[config.mk]
export PLATFORM = sky130hd
export DESIGN_NAME = int_float_double_converter
export DESIGN_NICKNAME = d
export VERILOG_FILES = /design/src/hw/rtl/ifdc_pkg.sv /design/src/hw/rtl/int_float_double_converter.sv
export SDC_FILE = /design/constraint.sdc
export NUM_CORES = 1
export LEC_CHECK = 0
export BUFFER_PORTS_ARGS = -buffer_cell sky130_fd_sc_hd__buf_2
export CORE_AREA = 10 10 163 279
export CTS_CLUSTER_DIAMETER = 200
export DETAILED_ROUTE_END_ITERATION = 12
export DIE_AREA = 0 0 173 289
export GPL_ROUTABILITY_DRIVEN = 0
export PLACE_DENSITY = 0.6
export RECOVER_POWER = 25
export SLEW_MARGIN = 15
export SYNTH_ARGS = -nofsm -noshare
export SYNTH_HDL_FRONTEND = slang
export SYNTH_SLANG_ARGS = --single-unit
[constraint.sdc]
create_clock -name clk -period 6.7 [get_ports clk]
set_clock_uncertainty 0.2 [all_clocks]
set_input_delay 1.675 -clock clk [delete_from_list [all_inputs] [get_ports clk]]
set_output_delay 1.675 -clock clk [all_outputs]
set_load 0.05 [all_outputs]
[src/hw/rtl/ifdc_pkg.sv]
// ----------------------------------------------------------------------------
// ifdc_pkg
// Shared types and codes for the int/float/double conversion unit.
// ----------------------------------------------------------------------------
`default_nettype none
package ifdc_pkg;

    typedef enum logic [1:0] {
        CMD_I2F   = 2'd0,
        CMD_F2I   = 2'd1,
        CMD_F2D   = 2'd2,
        CMD_SPARE = 2'd3
    } cmd_t;

    typedef struct packed {
        logic [1:0]  cmd;
        logic [31:0] source_word;
    } ifdc_in_t;

    typedef struct packed {
        logic [31:0] result_low;
        logic [31:0] result_high;
        logic        second_write;
        logic        invalid;
    } ifdc_out_t;

    localparam logic [31:0] INT_MIN_WORD = 32'h8000_0000;

    // Position of the leading one (0 for zero input).
    function automatic logic [4:0] lead_one(input logic [31:0] v);
        logic [4:0] p;
        p = 5'd0;
        for (int i = 0; i < 32; i++)
        begin
            if (v[i])
                p = 5'(i);
        end
        return p;
    endfunction

endpackage
`default_nettype wire

[src/hw/rtl/int_float_double_converter.sv]
// ----------------------------------------------------------------------------
// int_float_double_converter
// int32 -> binary32 (RNE), binary32 -> int32 (truncate), binary32 -> binary64.
// ----------------------------------------------------------------------------
// Channel   Signals               Handshake
// input     start, busy, in_beat  accepted when start && !busy
// output    done, out_beat        one-cycle strobe, no backpressure
//
// One beat per cycle. Each command is converted by one combinational pass
// between the input register and the result register: done and the result
// beat both come from the result register and are loaded together.
// busy is always low; the receiver cannot stall.
// Reset clears the valid bits of both stages.
`default_nettype none
module int_float_double_converter (
    input  wire                   clk,
    input  wire                   rst_n,
    input  wire                   start,
    output logic                  busy,
    input  ifdc_pkg::ifdc_in_t    in_beat,
    output logic                  done,
    output ifdc_pkg::ifdc_out_t   out_beat
);
    import ifdc_pkg::*;

    logic      in_vld_reg;
    ifdc_in_t  in_reg;
    logic      out_vld_reg;
    ifdc_out_t out_reg;
    ifdc_out_t res_next;

    assign busy     = 1'b0;
    assign done     = out_vld_reg;
    assign out_beat = out_reg;

    // Valid pipeline
    always_ff @(posedge clk or negedge rst_n)
    begin
        if (!rst_n)
        begin
            in_vld_reg  <= 1'b0;
            out_vld_reg <= 1'b0;
        end
        else
        begin
            in_vld_reg  <= start && !busy;
            out_vld_reg <= in_vld_reg;
        end
    end

    // Payload registers
    always_ff @(posedge clk)
    begin
        if (start && !busy)
            in_reg <= in_beat;
        if (in_vld_reg)
            out_reg <= res_next;
    end

    // Conversion datapath
    logic [31:0] w;
    logic        sgn;
    logic [7:0]  e;
    logic [22:0] frac;
    // int -> float
    logic [31:0] mag;
    logic [4:0]  p;
    logic [31:0] norm;
    logic [23:0] keep;
    logic [7:0]  low8;
    logic        rnd;
    logic [31:0] i2f;
    // float -> int
    logic [31:0] m32;
    logic [31:0] f2i_mag;
    logic [4:0]  ue;
    // float -> double
    logic [4:0]  fp;
    logic [10:0] e64;
    logic [22:0] f64;
    logic [22:0] fsh;

    always_comb
    begin
        w    = in_reg.source_word;
        sgn  = w[31];
        e    = w[30:23];
        frac = w[22:0];

        // int to float: normalize so the leading one sits at bit 31
        mag  = sgn ? (32'd0 - w) : w;
        p    = lead_one(mag);
        norm = mag << (5'd31 - p);
        keep = norm[31:8];
        low8 = norm[7:0];
        rnd  = low8[7] && ((low8[6:0] != 7'd0) || keep[0]);
        i2f  = {sgn, 31'd0} + (({24'd0, 3'd0, p} + 32'd126) << 23)
               + {8'd0, keep} + {31'd0, rnd};
        if (mag == 32'd0)
            i2f = 32'd0;

        // float to int (shift only used for unbiased exponents 0..30)
        m32     = {8'd0, 1'b1, frac};
        ue      = 5'(e - 8'd127);
        f2i_mag = (ue >= 5'd23) ? (m32 << (ue - 5'd23)) : (m32 >> (5'd23 - ue));

        // float to double
        fp  = lead_one({9'd0, frac});
        fsh = frac << (5'd23 - fp);
        e64 = {3'd0, e} + 11'd896;
        f64 = frac;
        if (e == 8'hFF)
        begin
            e64 = 11'h7FF;
            if (frac != 23'd0)
                f64 = frac | 23'h40_0000;
        end
        else if (e == 8'd0)
        begin
            e64 = 11'd874 + {6'd0, fp};
            f64 = fsh;
        end

        res_next = '0;
        unique case (cmd_t'(in_reg.cmd))
            CMD_I2F:
                res_next.result_low = i2f;
            CMD_F2I:
            begin
                if (e == 8'hFF)
                begin
                    res_next.result_low = INT_MIN_WORD;
                    res_next.invalid    = 1'b1;
                end
                else if (e < 8'd127)
                    res_next.result_low = 32'd0;
                else if (e >= 8'd158)
                begin
                    res_next.result_low = INT_MIN_WORD;
                    res_next.invalid    = !(sgn && e == 8'd158 && frac == 23'd0);
                end
                else
                    res_next.result_low = sgn ? (32'd0 - f2i_mag) : f2i_mag;
            end
            CMD_F2D:
            begin
                res_next.second_write = 1'b1;
                if (e == 8'd0 && frac == 23'd0)
                    res_next.result_high = {sgn, 31'd0};
                else
                begin
                    res_next.result_high = {sgn, e64, f64[22:3]};
                    res_next.result_low  = {f64[2:0], 29'd0};
                end
            end
            default:
                res_next = '0;
        endcase
    end

    // Checks
    a_done_follows: assert property (@(posedge clk) disable iff (!rst_n)
        in_vld_reg |=> done)
        else $error("result strobe missing");
    a_done_source: assert property (@(posedge clk) disable iff (!rst_n)
        done |-> $past(in_vld_reg))
        else $error("result strobe without beat");
    a_second_f2d: assert property (@(posedge clk) disable iff (!rst_n)
        done && out_beat.second_write |-> !out_beat.invalid)
        else $error("second write with invalid flag");

endmodule
`default_nettype wire

==> results.cfg, run 1 <==
[global_routing]
grt_use_total = 0.262
grt_antenna_before_repair = 0
grt-ovfl-total = 0
first_global_vias = 14994
pin_count_of_the_biggest_net_entering_global_routing = 67
first_pass_grt_wire_length_um = 99600

[timing]
max_freq_mhz = 155
final_min_period_over_clock_period = 0.965
hold-worst-slack_ns = 0.587
worst_pin_slew_ns = 3.94
timing_max_transition_violations_final = 67
hold_viol = 0
report.final.setup_viol = 0
slew-limit-headroom = -1.62
clock_period_minus_final_worst_setup_slack_ns = 6.47

[detailed_routing]
detail_route.drc_violations = 0
ant_nets = 0
drt-wirelength-per-cell_um = 28.7
routed-via-count = 15762
vias_per_cell = 6.69
totalWireLength_um = 67600
drt_iter0_markers = 1842
dr.pass1.iters = 6

[synth]
yosysSeqAreaShare = 0.214
synth-simple-area-share = 0.224
synth_top_family_by_area = compound AO/OA/AOI/OAI gates
synthesis.area_per_instance_um2 = 8.21
synthTopCellsByCount = sky130_fd_sc_hd__nand2_1, sky130_fd_sc_hd__nor2_1, sky130_fd_sc_hd__o21ai_0
synth_edf_count = 99
post-synth-top-area-cell = sky130_fd_sc_hd__edfxtp_1
count_of_yosys_warnings_during_synthesis = 0
synth.cell_area_um2 = 14100
ys_ff_latch = 101
post_synthesis_mux_area_share = 0.140
ys_async_sr_fraction = 0.0198
ys_dominant_reg_cell = sky130_fd_sc_hd__edfxtp_1
post_synth_inst_count = 1719
synthAdderAreaFrac = 0.0151
yosys.area_share.xor_xnor = 0.0571
synth_cell_type_count = 114
syn_nets = 1773
ys_top_cells_by_area = sky130_fd_sc_hd__edfxtp_1, sky130_fd_sc_hd__mux2i_1, sky130_fd_sc_hd__mux4_2
synthDominantCellAreaShare = 0.211
synth_most_common_cell = sky130_fd_sc_hd__nand2_1
compound_cell_area_share_of_the_yosys_netlist = 0.289

[run_status]
failed_checks = max-capacitance violations, max-slew violations
run_status = finished with violations

[setup_path]
regToRegSetupSlack_ns = 0.23
worst_r2r_path_depth = 15
timing.critical_path.fanout_max = 28
end_kind = register
worstReg2RegStart = w[15]$_DFFE_PP_
worst-setup-path-type = reg2reg
cp.required_ns = 6.64
regToRegEndpoint = out_beat[60]$_DFFE_PP_
setup.worst_path.start_class = register
worstPathArrival_ns = 6.41

[clock_tree]
clock_latency_late_sink_ns = 0.39
cts_num_sinks = 101
cts-buffers-inserted = 9
clock-root-buffer = sky130_fd_sc_hd__clkbuf_16
ctsLongestPathBuffers = 2
cts_max_level = 3
cts_tree = built
clkSlewWorstSetupHoldPaths_ns = 0.08

[floorplanning]
die_width_um = 173
fp.dieArea_um2 = 50000
effective_utilization_at_floorplan = 0.347
area_inside_the_core_boundary_um2 = 40700
core.rowCount = 98
die_height_um = 289
top_ports = 105

[cells_and_area]
final_nets = 1855
final_core_util = 0.393
seqCellArea_um2 = 3020
areaGrowthSynthToFinish_pct = 13.3
layoutNonFillerInstCount = 2356
n_antenna_cell = 0
post-route-cell-area_um2 = 16000
multi_input_comb_area_um2 = 10400
fillerInstances = 4238
ratio_of_cells_with_drive_above_1_in_the_final_layout = 0.223
largest_reg_flops = 65

[placed_design]
detailed_place_hpwl_um = 51900
placement.io_buffers = 103
placed_cells = 2335
post_placement_cell_area_um2 = 15600

[power]
power_density_nw_per_um2 = 243
ir_drop_mv = 0.194
p_leak_nw = 5.83

[min_path]
hold_path.startpoint = w[18]$_DFFE_PP_
timing.hold.worst.class = reg2reg
hold-path-cell-count = 2
worstHoldEndpoint = out_beat[17]$_SDFFCE_PP0P_

[flow_run]
max_cap_violations = 1
-- layer usage --
layer,part of all wire,track usage,wire (um)
met1,0.33,0.266,22500
met2,0.48,0.453,32600
met3,0.079,0.0559,5370
met4,0.11,0.228,7210
met5,0,0,0
-- how the worst max path moves through the flow --
stage,start,end
floorplan,w[24]$_DFFE_PP_,out_beat[65]$_DFFE_PP_
detailed placement,w[5]$_DFFE_PP_,out_beat[60]$_DFFE_PP_
global placement,w[5]$_DFFE_PP_,out_beat[60]$_DFFE_PP_
finish,w[15]$_DFFE_PP_,out_beat[60]$_DFFE_PP_
global route,w[0]$_DFFE_PP_,out_beat[56]$_DFFE_PP_
CTS,w[5]$_DFFE_PP_,out_beat[60]$_DFFE_PP_
-- cells by family after synthesis --
family | count (synthesis)
other | 1
buffers and inverters | 194
flip-flops | 101
adder cells (fa/ha/maj) | 17
XOR/XNOR | 92
AO/OA/AOI/OAI | 551
AND/OR/NAND/NOR | 613
multiplexers | 150
-- critical path: stages (launching register included) --
cell and delay [ns]:
sky130_fd_sc_hd__edfxtp_1 0.49, sky130_fd_sc_hd__nor4_1 0.70, sky130_fd_sc_hd__nand3_1 0.15, sky130_fd_sc_hd__buf_4 0.24, sky130_fd_sc_hd__or3_1 0.36, sky130_fd_sc_hd__a2111oi_1 0.62, sky130_fd_sc_hd__o32ai_1 0.26, sky130_fd_sc_hd__o21ai_2 0.42
sky130_fd_sc_hd__clkinv_2 0.46, sky130_fd_sc_hd__o21ai_0 0.42, sky130_fd_sc_hd__mux2i_1 0.20, sky130_fd_sc_hd__a22o_1 0.31, sky130_fd_sc_hd__or3_4 0.45, sky130_fd_sc_hd__nor4_4 0.40, sky130_fd_sc_hd__a2111oi_1 0.13, sky130_fd_sc_hd__or3_1 0.38
-- cell usage in the layout (no fill, tap or decap), types with 36 or more instances in the layout --
cell type                  synthesis  routed
sky130_fd_sc_hd__xor2_1           39      38
sky130_fd_sc_hd__o21ai_0         109     108
sky130_fd_sc_hd__mux2i_1          93      93
sky130_fd_sc_hd__nand3_1          79      79
sky130_fd_sc_hd__a21oi_1          82      82
sky130_fd_sc_hd__nor3_1           52      52
sky130_fd_sc_hd__mux4_2           36      36
sky130_fd_sc_hd__o211ai_1         40      40
sky130_fd_sc_hd__edfxtp_1         99      99
sky130_fd_sc_hd__nor2_1          145     145
sky130_fd_sc_hd__buf_2            34     102
sky130_fd_sc_hd__nand2_1         156     156
sky130_fd_sc_hd__buf_4            11     125
sky130_fd_sc_hd__xnor2_1          53      51
-- cell type report --
cell class	instances	share of cell area
Multi-Input combinational cell	1424	0.647
Clock inverter	6	0.00336
Inverter	31	0.00735
Clock buffer	10	0.0143
Tap cell	550	0.0430
Timing Repair Buffer	234	0.0957
Sequential cell	101	0.189
-- where the power goes --
group	internal [mW]	total, mW	switching (mW)
registers	0.774	0.826	0.0521
clock network	0.259	0.547	0.288
logic	0.838	2.52	1.68
total	1.87	3.89	2.02
-- through the flow --
step                      setup TNS (ns)  power, mW  worst slack [ns]
after detailed placement               0       3.24            0.0556
after floorplan                        0       2.47             0.415
after global routing            -0.00348       4.05          -0.00348
final                                  0       3.89             0.234
after global placement                 0       3.22             0.136
after CTS                              0       3.78            0.0394
-- repair_timing --
action,in CTS,in global routing
gates resized for setup,0,17
hold buffers,0,0
setup endpoints to repair,0,30
setup buffers,0,3
Note: power is estimated with default switching activity, not from simulation.
==> run 2: changes to the inputs <==
--- a/config.mk
+++ b/config.mk
@@ -6,10 +6,10 @@
 export NUM_CORES = 1
 export LEC_CHECK = 0
 export BUFFER_PORTS_ARGS = -buffer_cell sky130_fd_sc_hd__buf_2
-export CORE_AREA = 10 10 163 279
+export CORE_AREA = 10 10 191 238
 export CTS_CLUSTER_DIAMETER = 200
 export DETAILED_ROUTE_END_ITERATION = 12
-export DIE_AREA = 0 0 173 289
+export DIE_AREA = 0 0 201 248
 export GPL_ROUTABILITY_DRIVEN = 0
 export PLACE_DENSITY = 0.6
 export RECOVER_POWER = 25
==> results.cfg, run 2 (synthesis results as in run 1) <==
[floorplanning]
die_height_um = 248
top_ports = 105
area_inside_the_core_boundary_um2 = 40800
effective_utilization_at_floorplan = 0.346
core.rowCount = 83
fp.dieArea_um2 = 49800
die_width_um = 201

[setup_path]
cp_cell_sequence = or4_1 > nor3_4 > buf_4 > nand2_1 > a2111oi_0 > o211ai_1 > a31oi_2 > o21ai_4 > inv_2 > buf_4 > o211ai_1 > a211oi_1 > or4_1 > o2bb2ai_1 > or3_4 > nor4_4 > a2111oi_1 > or3_1
cp_slowest_cell = sky130_fd_sc_hd__or4_1
regToRegSetupSlack_ns = 0.12
worst-setup-path-type = reg2reg
timing.critical_path.fanout_max = 15
worstPathArrival_ns = 6.52
critical_path.n_buffers_inverters = 3
setup.worst_path.start_class = register
timing.critical_path.from = w[18]$_DFFE_PP_
worstReg2RegStart = w[18]$_DFFE_PP_
cp.required_ns = 6.64
worst_path_dominant_cell_family = simple AND/OR/NAND/NOR gates
end_kind = register
max_stage_delay_ns = 0.73

[clock_tree]
cts-buffers-inserted = 9
cts_num_sinks = 101
ctsLongestPathBuffers = 2
cts_tree = built
cts_max_level = 3
clock_latency_late_sink_ns = 0.40
clock-root-buffer = sky130_fd_sc_hd__clkbuf_16
ctsHoldBuffers = 0
clkSlewWorstSetupHoldPaths_ns = 0.08

[detailed_routing]
drt_iter0_markers = 1982
detail_route.drc_violations = 0
totalWireLength_um = 62000
routed-via-count = 15517
drt-wirelength-per-cell_um = 26.3
vias_per_cell = 6.58
dr.pass1.iters = 5
ant_nets = 0

[flow_run]
max_cap_violations = 1

[power]
p_leak_nw = 5.80
total_power_mw = 3.78
ir_drop_mv = 0.239
power_density_nw_per_um2 = 237

[run_status]
run_status = finished with violations
failed_checks = max-capacitance violations, max-slew violations

[cells_and_area]
areaGrowthSynthToFinish_pct = 12.8
most-common-layout-cells = sky130_fd_sc_hd__nand2_1, sky130_fd_sc_hd__nor2_1, sky130_fd_sc_hd__buf_4
layout_commonest_cell = sky130_fd_sc_hd__nand2_1
final_core_util = 0.390
largest_reg_flops = 65
layoutNonFillerInstCount = 2357
final_nets = 1853
ratio_of_cells_with_drive_above_1_in_the_final_layout = 0.220

[timing]
report.final.setup_viol = 0
timing_max_transition_violations_final = 67
hold_viol = 0
max_freq_mhz = 152
clock_period_minus_final_worst_setup_slack_ns = 6.58
final_min_period_over_clock_period = 0.982
worst_pin_slew_ns = 3.79
slew-limit-headroom = -1.52

[placed_design]
placed_cells = 2336
placement.io_buffers = 103
detailed_place_hpwl_um = 47400

[min_path]
hold_path.startpoint = w[28]$_DFFE_PP_
timing.hold.worst.class = reg2reg

[global_routing]
first_pass_grt_wire_length_um = 93300
first_global_vias = 14729
grt_antenna_before_repair = 1
pin_count_of_the_biggest_net_entering_global_routing = 67
grt_use_total = 0.241
grt-ovfl-total = 0
[run 2: changes by cell type in the layout (fill, tap and decap cells not counted), moves of 2 or more]
cell                      change
sky130_fd_sc_hd__inv_6        -2
sky130_fd_sc_hd__nor4_2       +3
sky130_fd_sc_hd__nor4_4       -2
sky130_fd_sc_hd__o21a_1       +2
sky130_fd_sc_hd__o21a_2       -2
sky130_fd_sc_hd__o21ai_2      -2
[run 2: worst paths after layout]
path	end	cells after the start
max	out_beat[60]$_DFFE_PP_	18
min	out_beat[27]$_SDFFCE_PP0P_	3
max reg2reg	out_beat[60]$_DFFE_PP_	18
min reg2reg	out_beat[27]$_SDFFCE_PP0P_	3
max in group asynchronous	in_vld_reg$_DFF_PN0_	1
min in group asynchronous	done$_DFF_PN0_	1
[run 2: where the power goes]
| group | total (mW) | internal [mW] | leakage (nW) | switching, mW |
|---|---|---|---|---|
| Sequential | 0.823 | 0.774 | 0.978 | 0.0487 |
| Combinational | 2.44 | 0.835 | 4.69 | 1.60 |
| Clock | 0.517 | 0.255 | 0.132 | 0.262 |
[run 2: stage by stage]
step	setup TNS [ns]	setup slack, ns	hold WS (ns)	area (um2)
5_1_grt	-0.0161	-0.0161	0.716	15900
6_report	0	0.120	0.663	15900
4_1_cts	0	0.153	0.670	15900
3_3_place_gp	0	0.271	0.629	15600
3_5_place_dp	0	0.233	0.633	15600
2_1_floorplan	0	0.415	0.489	14100
[run 2: routing by layer]
metal / track usage / up-vias / wire (um)
li1: - / 6809 / -
met1: 0.285 / 7359 / 23300
met2: 0.394 / 1093 / 28700
met3: 0.0462 / 256 / 5600
met4: 0.163 / 0 / 4470
met5: 0 / - / 0
[run 2: what timing repair did]
action	CTS	global route
endpoints found under the setup margin	0	12
resized for setup	0	9
setup buffers	0	4
[run 2: final cells by class]
class	count	area [um2]
Antenna cell	1	2.50
Timing Repair Buffer	232	1510
Fill cell	4181	24900
Clock buffer	10	229
Inverter	31	120
Clock inverter	6	48.8
Sequential cell	101	3020
Tap cell	552	691
Multi-Input combinational cell	1424	10300
[run 2: worst register-to-register path: cells and delay by family (launching register included)]
| family | cells | cell delay (ns) |
|---|---|---|
| AOI/OAI and AO/OA | 8 | 2.30 |
| buffers and inverters | 3 | 0.62 |
| DFF | 1 | 0.53 |
| and+or+nand+nor | 7 | 2.67 |
==> run 3: changes to the inputs <==
--- a/config.mk
+++ b/config.mk
@@ -6,12 +6,14 @@
 export NUM_CORES = 1
 export LEC_CHECK = 0
 export BUFFER_PORTS_ARGS = -buffer_cell sky130_fd_sc_hd__buf_2
+export CELL_PAD_IN_SITES_DETAIL_PLACEMENT = 0
+export CELL_PAD_IN_SITES_GLOBAL_PLACEMENT = 1
 export CORE_AREA = 10 10 191 238
 export CTS_CLUSTER_DIAMETER = 200
 export DETAILED_ROUTE_END_ITERATION = 12
 export DIE_AREA = 0 0 201 248
 export GPL_ROUTABILITY_DRIVEN = 0
-export PLACE_DENSITY = 0.6
+export PLACE_DENSITY = 0.73
 export RECOVER_POWER = 25
 export SLEW_MARGIN = 15
 export SYNTH_ARGS = -nofsm -noshare
==> results.cfg, run 3 (synthesis results as in run 1) <==
[placed_design]
post_placement_cell_area_um2 = 15600
place_ws_ns = 0.256
placement.io_buffers = 103
placed_cells = 2331
detailed_place_hpwl_um = 45100

[clock_tree]
ctsHoldBuffers = 0
cts_tree = built
clkSlewWorstSetupHoldPaths_ns = 0.08
cts-buffers-inserted = 9
cts_num_sinks = 101
clock_latency_late_sink_ns = 0.39
cts_max_level = 3
clock-root-buffer = sky130_fd_sc_hd__clkbuf_16
ctsLongestPathBuffers = 2

[timing]
max_freq_mhz = 153
hold_viol = 0
rsz0062_at_grt = true
timing_max_transition_violations_final = 67
slew-limit-headroom = -1.50
setup_total_negative_slack_ns = 0
final_worst_slack_ns = 0.145
final_min_period_over_clock_period = 0.978
clock_period_minus_final_worst_setup_slack_ns = 6.56
report.final.setup_viol = 0
worst_pin_slew_ns = 3.74

[setup_path]
timing.critical_path.fanout_max = 15
cp.required_ns = 6.62
worst-setup-path-type = reg2reg
end_kind = register
setup.worst_path.start_class = register
worstPathArrival_ns = 6.48

[floorplanning]
die_height_um = 248
top_ports = 105
die_width_um = 201
fp.dieArea_um2 = 49800
area_inside_the_core_boundary_um2 = 40800
core.rowCount = 83
effective_utilization_at_floorplan = 0.346

[detailed_routing]
dr.pass1.iters = 6
drt_iter0_markers = 1908
wl_met2_um = 26300
totalWireLength_um = 58800
ant_nets = 0
drt-wirelength-per-cell_um = 25.1
met3_wirelength_um = 5010
detail_route.drc_violations = 0
routed-via-count = 15228
wire_length_on_met1_um = 23300
vias_per_cell = 6.49
top_layer_used = met4

[cells_and_area]
areaGrowthSynthToFinish_pct = 12.6
n_antenna_cell = 0
largest_reg_flops = 65
final_core_util = 0.390
fillerInstances = 4217
layout_commonest_cell = sky130_fd_sc_hd__nand2_1
layoutNonFillerInstCount = 2348
most-common-layout-cells = sky130_fd_sc_hd__nand2_1, sky130_fd_sc_hd__nor2_1, sky130_fd_sc_hd__buf_4
post-route-cell-area_um2 = 15900
final_nets = 1845
ratio_of_cells_with_drive_above_1_in_the_final_layout = 0.216

[power]
ir_drop_mv = 0.200
power_density_nw_per_um2 = 237
p_leak_nw = 5.77

[global_routing]
first_global_vias = 14386
pin_count_of_the_biggest_net_entering_global_routing = 67
grt_antenna_before_repair = 0
grt_use_total = 0.226
grt-ovfl-total = 0
first_pass_grt_wire_length_um = 88300

[min_path]
timing.hold.worst.class = reg2reg

[run_status]
run_status = finished with violations
failed_checks = max-capacitance violations, max-slew violations

[flow_run]
max_cap_violations = 1
==> run 3: cell types whose count changed in the layout (fill, tap and decap cells not counted), sizes merged <==
cell / delta
buf: -8
clkinv: -3
diode: -1
inv: +3
==> run 3: routing by layer <==
layer  track usage  vias to the layer above
li1              -                     6791
met4         0.149                        0
met1         0.278                     7256
met5             0                        -
met3        0.0423                      255
met2         0.358                      926
==> run 3: path summary, 6_finish.rpt <==
kind | startpoint | end | slack, ns | cells after the start
max reg2reg | w[15]$_DFFE_PP_ | out_beat[60]$_DFFE_PP_ | 0.14 | 16
max in group asynchronous | rst_n | in_vld_reg$_DFF_PN0_ | 5.31 | 1
min reg2reg | w[28]$_DFFE_PP_ | out_beat[27]$_SDFFCE_PP0P_ | 0.66 | 3
min | w[28]$_DFFE_PP_ | out_beat[27]$_SDFFCE_PP0P_ | 0.66 | 3
max | w[15]$_DFFE_PP_ | out_beat[60]$_DFFE_PP_ | 0.14 | 16
min in group asynchronous | rst_n | done$_DFF_PN0_ | 0.86 | 1
==> run 3: final cells by class <==
cell class              count  area, um2  area share
clock buffers              10        239      0.0150
clock inverters             6       62.6     0.00393
inverters                  31        116     0.00732
multi-input cells        1424      10300       0.649
flip-flops and latches    101       3020       0.190
well taps                 552        691      0.0434
repair buffers            224       1450      0.0914
==> run 3: repair_timing <==
action                                  4_1_cts  5_1_grt
endpoints found under the setup margin        0        8
setup buffers                                 0        1
gates resized for setup                       0       11
==> run 3: report_power, final <==
part	total, mW	switching [mW]	internal, mW
Sequential	0.813	0.0394	0.774
Clock	0.541	0.270	0.272
Combinational	2.41	1.58	0.829
==> run 3: stage by stage <==
| step | total power, mW | hold slack (ns) |
|---|---|---|
| floorplan | 2.47 | 0.489 |
| global placement | 3.15 | 0.596 |
| CTS | 3.72 | 0.672 |
| finish | 3.76 | 0.665 |
| global route | 3.95 | 0.718 |
| detailed placement | 3.17 | 0.619 |
==> run 3: worst max-delay path, cell delays in order (launching register included) <==
cell and delay [ns]:
sky130_fd_sc_hd__edfxtp_1 0.43, sky130_fd_sc_hd__or4_1 0.80, sky130_fd_sc_hd__nor3_4 0.45, sky130_fd_sc_hd__nand2_1 0.19, sky130_fd_sc_hd__a2111oi_1 0.69, sky130_fd_sc_hd__o211ai_1 0.29, sky130_fd_sc_hd__a31oi_2 0.34, sky130_fd_sc_hd__o21ai_4 0.11
sky130_fd_sc_hd__inv_2 0.27, sky130_fd_sc_hd__o21ai_2 0.16, sky130_fd_sc_hd__a221oi_2 0.38, sky130_fd_sc_hd__a221oi_1 0.21, sky130_fd_sc_hd__a221o_1 0.44, sky130_fd_sc_hd__or3_4 0.38, sky130_fd_sc_hd__nor4_4 0.43, sky130_fd_sc_hd__a2111oi_1 0.14
sky130_fd_sc_hd__or3_1 0.37
